[config.mk]
export PLATFORM = sky130hd
export DESIGN_NAME = rv64im_instruction_decoder
export DESIGN_NICKNAME = d
export VERILOG_FILES = /design/src/hw/rtl/rvdec_pkg.sv /design/src/hw/rtl/rv64im_instruction_decoder.sv
export SDC_FILE = /design/constraint.sdc
export NUM_CORES = 1
export LEC_CHECK = 0
export BUFFER_PORTS_ARGS = -buffer_cell sky130_fd_sc_hd__buf_2
export CORE_MARGIN = 4
export CORE_UTILIZATION = 27
export CTS_CLUSTER_DIAMETER = 50
export DETAILED_ROUTE_END_ITERATION = 8
export SKIP_LAST_GASP = 1
export SYNTH_ARGS = -nofsm -noshare
export SYNTH_HDL_FRONTEND = slang
export SYNTH_SLANG_ARGS = --single-unit
export TNS_END_PERCENT = 100
[constraint.sdc]
create_clock -name clk -period 9.15 [get_ports clk]
set_clock_uncertainty 0.05 [all_clocks]
set_input_delay 0.915 -clock clk [delete_from_list [all_inputs] [get_ports clk]]
set_output_delay 0.915 -clock clk [all_outputs]
set_load 0.1 [all_outputs]
[src/hw/rtl/rvdec_pkg.sv]
package rvdec_pkg;

	typedef logic [5:0] mnem_t;
	typedef logic [6:0] opcode_t;

	typedef enum logic [2:0] {
		FMT_UNKNOWN = 3'd0,
		FMT_R       = 3'd1,
		FMT_I       = 3'd2,
		FMT_S       = 3'd3,
		FMT_B       = 3'd4,
		FMT_U       = 3'd5,
		FMT_J       = 3'd6
	} fmt_t;

	typedef struct packed {
		fmt_t        fmt;
		mnem_t       id;
		logic [4:0]  rd;
		logic [4:0]  rs1;
		logic [4:0]  rs2;
		logic [31:0] imm;
	} dec_t;

	localparam opcode_t OPC_OP       = 7'b0110011;
	localparam opcode_t OPC_OP_32    = 7'b0111011;
	localparam opcode_t OPC_LOAD     = 7'b0000011;
	localparam opcode_t OPC_OP_IMM   = 7'b0010011;
	localparam opcode_t OPC_OP_IMM32 = 7'b0011011;
	localparam opcode_t OPC_JALR     = 7'b1100111;
	localparam opcode_t OPC_SYSTEM   = 7'b1110011;
	localparam opcode_t OPC_MISC_MEM = 7'b0001111;
	localparam opcode_t OPC_STORE    = 7'b0100011;
	localparam opcode_t OPC_BRANCH   = 7'b1100011;
	localparam opcode_t OPC_AUIPC    = 7'b0010111;
	localparam opcode_t OPC_LUI      = 7'b0110111;
	localparam opcode_t OPC_JAL      = 7'b1101111;

	localparam logic [6:0] F7_BASE   = 7'b0000000;
	localparam logic [6:0] F7_ALT    = 7'b0100000;
	localparam logic [6:0] F7_MULDIV = 7'b0000001;

	localparam logic [5:0] SHI_LOGIC = 6'b000000;
	localparam logic [5:0] SHI_ARITH = 6'b010000;

	localparam logic [11:0] IMM_ECALL  = 12'd0;
	localparam logic [11:0] IMM_EBREAK = 12'd1;

	localparam logic [2:0] F3_0 = 3'd0;
	localparam logic [2:0] F3_1 = 3'd1;
	localparam logic [2:0] F3_2 = 3'd2;
	localparam logic [2:0] F3_3 = 3'd3;
	localparam logic [2:0] F3_4 = 3'd4;
	localparam logic [2:0] F3_5 = 3'd5;
	localparam logic [2:0] F3_6 = 3'd6;
	localparam logic [2:0] F3_7 = 3'd7;

	localparam mnem_t MN_UNKNOWN = 6'd0;
	localparam mnem_t MN_MUL     = 6'd1;
	localparam mnem_t MN_ADD     = 6'd9;
	localparam mnem_t MN_SUB     = 6'd10;
	localparam mnem_t MN_SLL     = 6'd11;
	localparam mnem_t MN_SLT     = 6'd12;
	localparam mnem_t MN_SLTU    = 6'd13;
	localparam mnem_t MN_XOR     = 6'd14;
	localparam mnem_t MN_SRL     = 6'd15;
	localparam mnem_t MN_SRA     = 6'd16;
	localparam mnem_t MN_OR      = 6'd17;
	localparam mnem_t MN_AND     = 6'd18;
	localparam mnem_t MN_ADDW    = 6'd19;
	localparam mnem_t MN_SUBW    = 6'd20;
	localparam mnem_t MN_SLLW    = 6'd21;
	localparam mnem_t MN_SRLW    = 6'd22;
	localparam mnem_t MN_SRAW    = 6'd23;
	localparam mnem_t MN_LB      = 6'd24;
	localparam mnem_t MN_FENCE   = 6'd31;
	localparam mnem_t MN_ADDI    = 6'd33;
	localparam mnem_t MN_SLLI    = 6'd34;
	localparam mnem_t MN_SLTI    = 6'd35;
	localparam mnem_t MN_SLTIU   = 6'd36;
	localparam mnem_t MN_XORI    = 6'd37;
	localparam mnem_t MN_SRLI    = 6'd38;
	localparam mnem_t MN_SRAI    = 6'd39;
	localparam mnem_t MN_ORI     = 6'd40;
	localparam mnem_t MN_ANDI    = 6'd41;
	localparam mnem_t MN_ADDIW   = 6'd42;
	localparam mnem_t MN_SLLIW   = 6'd43;
	localparam mnem_t MN_SRLIW   = 6'd44;
	localparam mnem_t MN_SRAIW   = 6'd45;
	localparam mnem_t MN_JALR    = 6'd46;
	localparam mnem_t MN_ECALL   = 6'd47;
	localparam mnem_t MN_EBREAK  = 6'd48;
	localparam mnem_t MN_SB      = 6'd49;
	localparam mnem_t MN_BEQ     = 6'd53;
	localparam mnem_t MN_BNE     = 6'd54;
	localparam mnem_t MN_BLT     = 6'd55;
	localparam mnem_t MN_AUIPC   = 6'd59;
	localparam mnem_t MN_LUI     = 6'd60;
	localparam mnem_t MN_JAL     = 6'd61;

	function automatic mnem_t pick_alt(input logic [6:0] f7, input mnem_t base_id,
			input mnem_t alt_id);
		mnem_t r;
		if (f7 == F7_BASE) r = base_id;
		else if (f7 == F7_ALT) r = alt_id;
		else r = MN_UNKNOWN;
		return r;
	endfunction

	function automatic mnem_t pick_shift(input logic [5:0] hi6, input mnem_t base_id,
			input mnem_t alt_id);
		mnem_t r;
		if (hi6 == SHI_LOGIC) r = base_id;
		else if (hi6 == SHI_ARITH) r = alt_id;
		else r = MN_UNKNOWN;
		return r;
	endfunction

	function automatic dec_t decode(input logic [31:0] w);
		dec_t       d;
		opcode_t    opc;
		logic [2:0] f3;
		logic [6:0] f7;
		logic [5:0] hi6;
		logic [11:0] imm12;
		logic [31:0] imm_i;
		opc   = w[6:0];
		f3    = w[14:12];
		f7    = w[31:25];
		hi6   = w[31:26];
		imm12 = w[31:20];
		imm_i = {{20{w[31]}}, w[31:20]};
		d = '0;
		d.fmt = FMT_UNKNOWN;
		case (opc)
			OPC_OP, OPC_OP_32: begin
				d.fmt = FMT_R;
				d.rd  = w[11:7];
				d.rs1 = w[19:15];
				d.rs2 = w[24:20];
				if (opc == OPC_OP) begin
					if (f7 == F7_MULDIV) begin
						d.id = MN_MUL + {3'b000, f3};
					end else begin
						case (f3)
							F3_0: d.id = pick_alt(f7, MN_ADD, MN_SUB);
							F3_1: d.id = MN_SLL;
							F3_2: d.id = MN_SLT;
							F3_3: d.id = MN_SLTU;
							F3_4: d.id = MN_XOR;
							F3_5: d.id = pick_alt(f7, MN_SRL, MN_SRA);
							F3_6: d.id = MN_OR;
							default: d.id = MN_AND;
						endcase
					end
				end else begin
					case (f3)
						F3_0: d.id = pick_alt(f7, MN_ADDW, MN_SUBW);
						F3_1: d.id = MN_SLLW;
						F3_5: d.id = pick_alt(f7, MN_SRLW, MN_SRAW);
						default: d.id = MN_UNKNOWN;
					endcase
				end
			end
			OPC_LOAD, OPC_MISC_MEM, OPC_OP_IMM, OPC_OP_IMM32, OPC_JALR, OPC_SYSTEM: begin
				d.fmt = FMT_I;
				d.rd  = w[11:7];
				d.rs1 = w[19:15];
				d.imm = imm_i;
				case (opc)
					OPC_LOAD: begin
						d.id = (f3 != F3_7) ? MN_LB + {3'b000, f3} : MN_UNKNOWN;
					end
					OPC_MISC_MEM: begin
						d.id = (f3[2:1] == 2'b00) ? MN_FENCE + {3'b000, f3} : MN_UNKNOWN;
					end
					OPC_OP_IMM: begin
						case (f3)
							F3_0: d.id = MN_ADDI;
							F3_1: d.id = MN_SLLI;
							F3_2: d.id = MN_SLTI;
							F3_3: d.id = MN_SLTIU;
							F3_4: d.id = MN_XORI;
							F3_5: d.id = pick_shift(hi6, MN_SRLI, MN_SRAI);
							F3_6: d.id = MN_ORI;
							default: d.id = MN_ANDI;
						endcase
					end
					OPC_OP_IMM32: begin
						case (f3)
							F3_0: d.id = MN_ADDIW;
							F3_1: d.id = MN_SLLIW;
							F3_5: d.id = pick_shift(hi6, MN_SRLIW, MN_SRAIW);
							default: d.id = MN_UNKNOWN;
						endcase
					end
					OPC_JALR: d.id = MN_JALR;
					default: begin
						if (f3 == F3_0 && imm12 == IMM_ECALL) d.id = MN_ECALL;
						else if (f3 == F3_0 && imm12 == IMM_EBREAK) d.id = MN_EBREAK;
						else d.id = MN_UNKNOWN;
					end
				endcase
			end
			OPC_STORE: begin
				d.fmt = FMT_S;
				d.rs1 = w[19:15];
				d.rs2 = w[24:20];
				d.imm = {{20{w[31]}}, w[31:25], w[11:7]};
				d.id  = (f3[2] == 1'b0) ? MN_SB + {3'b000, f3} : MN_UNKNOWN;
			end
			OPC_BRANCH: begin
				d.fmt = FMT_B;
				d.rs1 = w[19:15];
				d.rs2 = w[24:20];
				d.imm = {{19{w[31]}}, w[31], w[7], w[30:25], w[11:8], 1'b0};
				if (f3 == F3_0) d.id = MN_BEQ;
				else if (f3 == F3_1) d.id = MN_BNE;
				else if (f3[2]) d.id = MN_BLT + {4'b0000, f3[1:0]};
				else d.id = MN_UNKNOWN;
			end
			OPC_AUIPC, OPC_LUI: begin
				d.fmt = FMT_U;
				d.rd  = w[11:7];
				d.imm = {w[31:12], 12'h000};
				d.id  = (opc == OPC_AUIPC) ? MN_AUIPC : MN_LUI;
			end
			OPC_JAL: begin
				d.fmt = FMT_J;
				d.rd  = w[11:7];
				d.id  = MN_JAL;
				d.imm = {{11{w[31]}}, w[31], w[19:12], w[20], w[30:21], 1'b0};
			end
			default: begin
				d = '0;
				d.fmt = FMT_UNKNOWN;
			end
		endcase
		return d;
	endfunction

endpackage

[src/hw/rtl/rv64im_instruction_decoder.sv]
// RV64IM instruction decoder. One 32-bit instruction word is taken per beat and one
// decoded result is given per beat, at a sustained rate of one instruction every
// cycle while out_stall is low; a taken word goes first into the input register and
// then, after the opcode and funct table lookup, into the result register. Output
// stall holds the result register and backs up into the input register only when
// both are full, so a new word is still taken while a finished result waits.
// Unknown opcodes give all-zero fields; a known opcode with an unknown funct code in
// the bits it checks keeps its format and fields and gives mnemonic 0.
module rv64im_instruction_decoder
	import rvdec_pkg::*;
(
	input  logic               clk,
	input  logic               arst_n,
	input  logic               in_valid,
	output logic               in_stall,
	input  logic [31:0]        instr,
	output logic               out_valid,
	input  logic               out_stall,
	output logic [2:0]         format_kind,
	output logic [5:0]         mnemonic_id,
	output logic [4:0]         dest_reg,
	output logic [4:0]         src_reg_one,
	output logic [4:0]         src_reg_two,
	output logic signed [31:0] immediate
);

	logic        valid_s1;
	logic [31:0] instr_s1;
	logic        valid_s2;
	dec_t        dec_s2;
	dec_t        dec_comb;
	logic        adv_s1;
	logic        adv_s2;

	assign adv_s2   = !valid_s2 || !out_stall;
	assign adv_s1   = !valid_s1 || adv_s2;
	assign in_stall = !adv_s1;

	always_comb begin
		dec_comb = decode(instr_s1);
	end

	always_ff @(posedge clk or negedge arst_n) begin
		if (!arst_n) begin
			valid_s1 <= 1'b0;
		end else if (adv_s1) begin
			valid_s1 <= in_valid;
		end
	end

	always_ff @(posedge clk) begin
		if (adv_s1 && in_valid) begin
			instr_s1 <= instr;
		end
	end

	always_ff @(posedge clk or negedge arst_n) begin
		if (!arst_n) begin
			valid_s2 <= 1'b0;
		end else if (adv_s2) begin
			valid_s2 <= valid_s1;
		end
	end

	always_ff @(posedge clk) begin
		if (adv_s2 && valid_s1) begin
			dec_s2 <= dec_comb;
		end
	end

	assign out_valid   = valid_s2;
	assign format_kind = dec_s2.fmt;
	assign mnemonic_id = dec_s2.id;
	assign dest_reg    = dec_s2.rd;
	assign src_reg_one = dec_s2.rs1;
	assign src_reg_two = dec_s2.rs2;
	assign immediate   = $signed(dec_s2.imm);

	// A taken beat always lands in the input register.
	a_take_fills_s1: assert property (@(posedge clk) disable iff (!arst_n)
		in_valid && !in_stall |=> valid_s1)
		else $error("accepted beat did not reach the input register");

	// A word held in the input register moves on whenever the result register frees up.
	a_s1_moves: assert property (@(posedge clk) disable iff (!arst_n)
		valid_s1 && adv_s2 |=> out_valid)
		else $error("decoded word was lost between stages");

	a_unknown_zero: assert property (@(posedge clk) disable iff (!arst_n)
		out_valid && format_kind == FMT_UNKNOWN |->
			mnemonic_id == MN_UNKNOWN && immediate == 32'sd0 && dest_reg == 5'd0 &&
			src_reg_one == 5'd0 && src_reg_two == 5'd0)
		else $error("unknown opcode gave nonzero fields");

	a_r_no_imm: assert property (@(posedge clk) disable iff (!arst_n)
		out_valid && format_kind == FMT_R |-> immediate == 32'sd0)
		else $error("R format result carries an immediate");

endmodule
Yosys cells after proc, flatten, opt, wreduce, memory -nomap -nowiden
Cells that the tools add are included.
{"block": "word_totals", "regBits": 90, "latch_bits": 0, "ramBits": 0, "mem_bits_ro": 0, "input_bits": 36, "out_inout_bits": 58, "elab_cells": 89, "n_memories": 0}
{"block": "classes", "addsub": 5, "n_mul": 0, "div_mod_pow": 0, "order_cmp": 0, "eq_ne": 24, "n_shift": 0, "muxes": 30, "n_bitwise": 0, "n_reduce_logical": 21}
{"op": "$pmux W32 S5", "n": 1}
{"op": "$mux W6", "n": 15}
{"op": "$pmux W6 S7", "n": 2}
{"op": "$pmux W9 S6", "n": 1}
{"op": "$pmux W6 S3", "n": 2}
{"op": "$eq A7 B6 Y1 const B", "n": 5}
{"op": "$pmux W6 S5", "n": 1}
{"op": "$eq A7 B7 Y1 const B", "n": 4}
{"op": "$mux W5", "n": 5}
{"op": "$eq A7 B5 Y1 const B", "n": 3}
{"op": "$add A5 B3 Y6 const A", "n": 3}
{"op": "$eq A12 B1 Y1 const B", "n": 1}
{"op": "$logic_not A12 Y1", "n": 1}
{"op": "$reduce_or A11 Y1", "n": 1}
{"op": "$reduce_or A10 Y1", "n": 1}
{"op": "$eq A3 B3 Y1 const B", "n": 3}
{"op": "$mux W4", "n": 2}
{"op": "$eq A7 B1 Y1 const B", "n": 1}
{"op": "$eq A7 B2 Y1 const B", "n": 1}
{"op": "$eq A7 B4 Y1 const B", "n": 1}
{"op": "$logic_not A7 Y1", "n": 1}
{"op": "$add A5 B4 Y6 const A", "n": 1}
{"op": "$eq A3 B2 Y1 const B", "n": 2}
{"op": "$eq A6 B5 Y1 const B", "n": 1}
{"op": "other kinds (13)", "n": 21}

Logic depth before layout (Yosys ltp)
{"block": "logic_depth", "ltp_word": 7, "depth_mapped": 9, "ltp_nobuf": 9}

Least setup slack after synthesis
OpenSTA, ideal clock, no wires.
{"block": "synth_path", "path_kind": "flip-flop to flip-flop", "from": "register valid_s2 (netlist: out_valid)", "to": "register dec_s2 (netlist bit dest_reg[0]) (enable)", "setup_time_ps": 555, "arrival_time_ps": 5001, "required_ps": 8545, "setup_slack_ps": 3544, "stages_incl_launch_ff": 2, "path_buffers": 0, "synth_period_minus_slack_ps": 5606, "path_cell_list": "dfrtp_1 a21boi_0"}
{"block": "synth_via", "elab_chain_len": 3}
{"item": "start: declaration", "line_no": "rv64im_instruction_decoder.sv:29", "source": "logic valid_s2;"}
{"item": "start signal: assignment", "line_no": "rv64im_instruction_decoder.sv:61", "source": "valid_s2 <= valid_s1;"}
{"item": "$logic_not A1 Y1", "line_no": "rv64im_instruction_decoder.sv:35", "source": "assign adv_s2 = !valid_s2 || !out_stall;"}
{"item": "$logic_or A1 B1 Y1", "line_no": "rv64im_instruction_decoder.sv:35"}
{"item": "$logic_and A1 B1 Y1", "line_no": "rv64im_instruction_decoder.sv:66", "source": "if (adv_s2 && valid_s1) begin"}
{"item": "end signal: assignment", "line_no": "rv64im_instruction_decoder.sv:67", "source": "dec_s2 <= dec_comb;"}
{"item": "end: declaration", "line_no": "rv64im_instruction_decoder.sv:30", "source": "dec_t dec_s2;"}
Every way passes these cells.
A chain may end at the register's enable or synchronous reset.

==> flow_metrics.py <==
metrics = {
    "drt": {
        "viasPerCell": 4.913,
        "drt-initial-drc-count": 152,
        "vias": 3346,
        "wl_um": 12130,
        "first_pass_iters": 4,
        "drtAntennaViolNets": 0,
        "wl_per_cell_um": 17.82,
        "drc": 0,
    },
    "setup_path": {
        "cp.arrival_ns": 3.41,
        "required_ns": 9.20,
        "cp_num_buf_inv": 1,
        "cp_cell_sequence": "clkinv_1 > ha_1 > nor4_1 > mux2i_1 > a21boi_1 > a2111oi_2 > a211o_1",
        "start_kind": "flop",
        "critPathMaxStageDelay_ns": 0.90,
        "crit_type": "flop to flop",
        "path_delay_family": "flip-flops",
        "crit_slowest_cell": "edfxtp_1",
        "crit_path_end_kind": "flop",
        "critPathMaxFanout": 25,
    },
    "sta": {
        "fmax_mhz": 297.5,
        "setup_ws_ns": 5.788,
        "finalHoldViolCount": 0,
        "final_max_slew_viol_count": 0,
        "setup_viol": 0,
        "fin_setup_tns_ns": 0,
        "slew_headroom_pct": 25.00,
        "fin_hold_ws_ns": 0.2886,
        "finalCritPeriodShare_pct": 36.74,
        "rsz0062_at_grt": "no",
        "tightest_slew_ns": 1.097,
        "fin_crit_ns": 3.362,
    },
    "layout": {
        "instances_no_fill": 681,
        "finalInstanceArea_um2": 5404,
        "diodes": 0,
        "area_growth_pct": 21.22,
        "layout-drive-gt1-share_pct": 27.10,
        "fin_nets": 506,
    },
    "placed_design": {
        "dpl_cell_area_um2": 5132,
        "place_ws_ns": 5.835,
        "placedCellCount": 665,
        "io_buffer_count": 93,
        "gp_congestion": 0.8677,
        "hpwl_um": 8776,
    },
    "clocking": {
        "ctsLongestPathBuffers": 2,
        "cts_sinks": 90,
        "postCtsResizedCells": 0,
        "clk_pin_slew_ns": 0.06,
        "cts_buffers": 9,
        "clkLatencyLatePin_ns": 0.35,
        "htreeDepth": 3,
        "cts_tree": "done",
        "root_buffer": "clkbuf_16",
        "cts_setup_buffers": 0,
        "cts_hold_buffers": 0,
    },
    "outcome": {
        "status": "finished clean",
    },
    "floorplan": {
        "core_um2": 16060,
        "die_x_um": 136.5,
        "io_pins": 94,
        "initial_core_util_pct": 27.76,
        "std_cell_rows": 46,
        "die-area_um2": 18630,
        "die-height_um": 136.5,
    },
    "yosys": {
        "synthXorXnorAreaFrac_pct": 0,
        "synth_top_family_by_area": "compound AO/OA/AOI/OAI gates",
        "ys_warn_count": 0,
        "synthFlopType": "edfxtp_1",
        "synth_cells": 373,
        "muxShareOfSynthArea_pct": 0.2245,
        "synthAdderAreaFrac_pct": 2.807,
        "synth_top_area_share_pct": 59.28,
        "ys_ff_latch": 90,
        "synth_compound_area_share_pct": 17.29,
        "ys_types": 64,
        "synth-edff-count": 88,
        "syn_avg_cell_area_um2": 11.95,
        "async_reset_ff_share_pct": 2.222,
        "yosysTopAreaCell": "edfxtp_1",
        "synth_nets": 419,
        "netlist_area_um2": 4458,
        "synth_area_leaders": "edfxtp_1, a21o_1, and2_1",
        "synth-simple-area-share_pct": 16.14,
        "yosysSeqAreaShare_pct": 60.40,
    },
    "worst_hold_path": {
        "hold_class": "input port to async pin",
    },
    "grt": {
        "grt_pass1_vias": 3216,
        "grt_usage_pct": 13.30,
        "antenna_found_initial": 0,
        "grt_max_degree": 57,
        "grt_pass1_wl_um": 18600,
        "overflow": 0,
    },
    "power": {
        "leakage_nw": 2.220,
        "ir_worst_vdd_mv": 0.09380,
        "powerDensity_nw_per_um2": 196.9,
    },
    "flow_run": {
        "cap_viol_max_count": 0,
    },
}
[final timing paths]
check                                        from                  endpoint  slack (ns)  cells after the start
setup / recovery           instr_s1[14]$_DFFE_PP_  mnemonic_id[0]$_DFFE_PP_        5.79                      7
hold / removal                             arst_n     out_valid$_DFFE_PN0P_        0.29                      1
setup reg to reg           instr_s1[14]$_DFFE_PP_  mnemonic_id[0]$_DFFE_PP_        5.79                      7
hold reg to reg              valid_s1$_DFFE_PN0N_     out_valid$_DFFE_PN0P_        0.44                      1
min in group clk             valid_s1$_DFFE_PN0N_     out_valid$_DFFE_PN0P_        0.44                      1
max in group asynchronous                  arst_n      valid_s1$_DFFE_PN0N_        8.67                      1
[through the flow]
stage / power (W) / util, %
4_1_cts: 0.001077 / 33.65
2_1_floorplan: 0.0006936 / -
3_5_place_dp: 0.0007392 / 31.96
6_report: 0.001064 / 33.65
3_3_place_gp: 0.0007385 / 31.96
5_1_grt: 0.001106 / 33.65
[worst reg2reg max path, cell delays in order (launching register included)]
cell and delay, ns:
edfxtp_1 0.90, clkinv_1 0.49, ha_1 0.43, nor4_1 0.49, mux2i_1 0.17, a21boi_1 0.21, a2111oi_2 0.07, a211o_1 0.31
[Yosys cell counts, types with 2 or more instances]
| master | count |
|---|---|
| nor4_1 | 6 |
| inv_1 | 11 |
| a21o_1 | 23 |
| nor3b_1 | 2 |
| o21bai_1 | 3 |
| or2_2 | 3 |
| nor3_1 | 8 |
| nand4_1 | 5 |
| o31ai_1 | 5 |
| clkbuf_1 | 14 |
| o211ai_1 | 4 |
| nand2_1 | 24 |
| buf_6 | 2 |
| o221ai_1 | 2 |
| o22ai_1 | 2 |
| a31oi_1 | 2 |
| and2_1 | 26 |
| nand2b_1 | 5 |
| edfxtp_1 | 88 |
| nor2b_1 | 3 |
| a311oi_1 | 2 |
| buf_1 | 2 |
| a22o_1 | 5 |
| a221oi_1 | 2 |
| ha_1 | 10 |
| or3_1 | 2 |
| and3b_1 | 2 |
| nor2_1 | 25 |
| nand3_1 | 8 |
| o21a_1 | 3 |
| a211oi_1 | 6 |
| a21oi_1 | 22 |
| dfrtp_1 | 2 |
| o2111ai_1 | 3 |
| o21ai_0 | 11 |
| a32oi_1 | 2 |
[per-layer routing]
metal | share of wire, % | vias to the layer above | GRT usage [%]
li1 | - | 1605 | -
met2 | 47 | 145 | 20.73
met5 | 0 | - | 0
met4 | 3.0 | 0 | 5.823
met3 | 7.6 | 24 | 4.375
met1 | 43 | 1572 | 16.89
[report_power, final]
group	switching [W]	internal, W
logic	0.000183	0.0000373
clock network	0.000152	0.000183
registers	0.0000230	0.000486
[logic make-up (layout without fill, tap and decap cells)]
family                   Yosys count  after routing
buffers and inverters             32            124
AND/OR/NAND/NOR                  131            131
multiplexers                       1              1
flip-flops                        90             90
AO/OA/AOI/OAI                    109            109
adder cells (fa/ha/maj)           10             10
[layout make-up]
class | count | area (µm²)
clock inverters | 7 | 46.29
inverters | 12 | 45.04
well taps | 216 | 270.3
multi-input cells | 251 | 1637
clock buffers | 9 | 225.2
fillers | 1597 | 10650
repair buffers | 96 | 488.0
flip-flops and latches | 90 | 2693
[cell usage in the layout, fill, tap and decap left out, types with 3 or more instances in the layout]
master,synthesis,routed
a211oi_1,6,6
o2111ai_1,3,3
edfxtp_1,88,88
nand3_1,8,8
clkinv_2,0,3
nand2b_1,5,5
buf_2,1,93
o21ai_0,11,11
nor4_1,6,6
nor2b_1,3,3
clkbuf_16,0,9
o21bai_1,3,3
a22o_1,5,5
inv_1,11,11
o31ai_1,5,5
nor3_1,8,8
o21a_1,3,3
or2_2,3,3
ha_1,10,10
nor2_1,25,25
clkinvlp_4,0,3
buf_4,1,3
nand4_1,5,5
a21o_1,23,23
nand2_1,24,24
a21oi_1,22,22
o211ai_1,4,4
and2_1,26,26
Power figures use the tool's default switching activity.
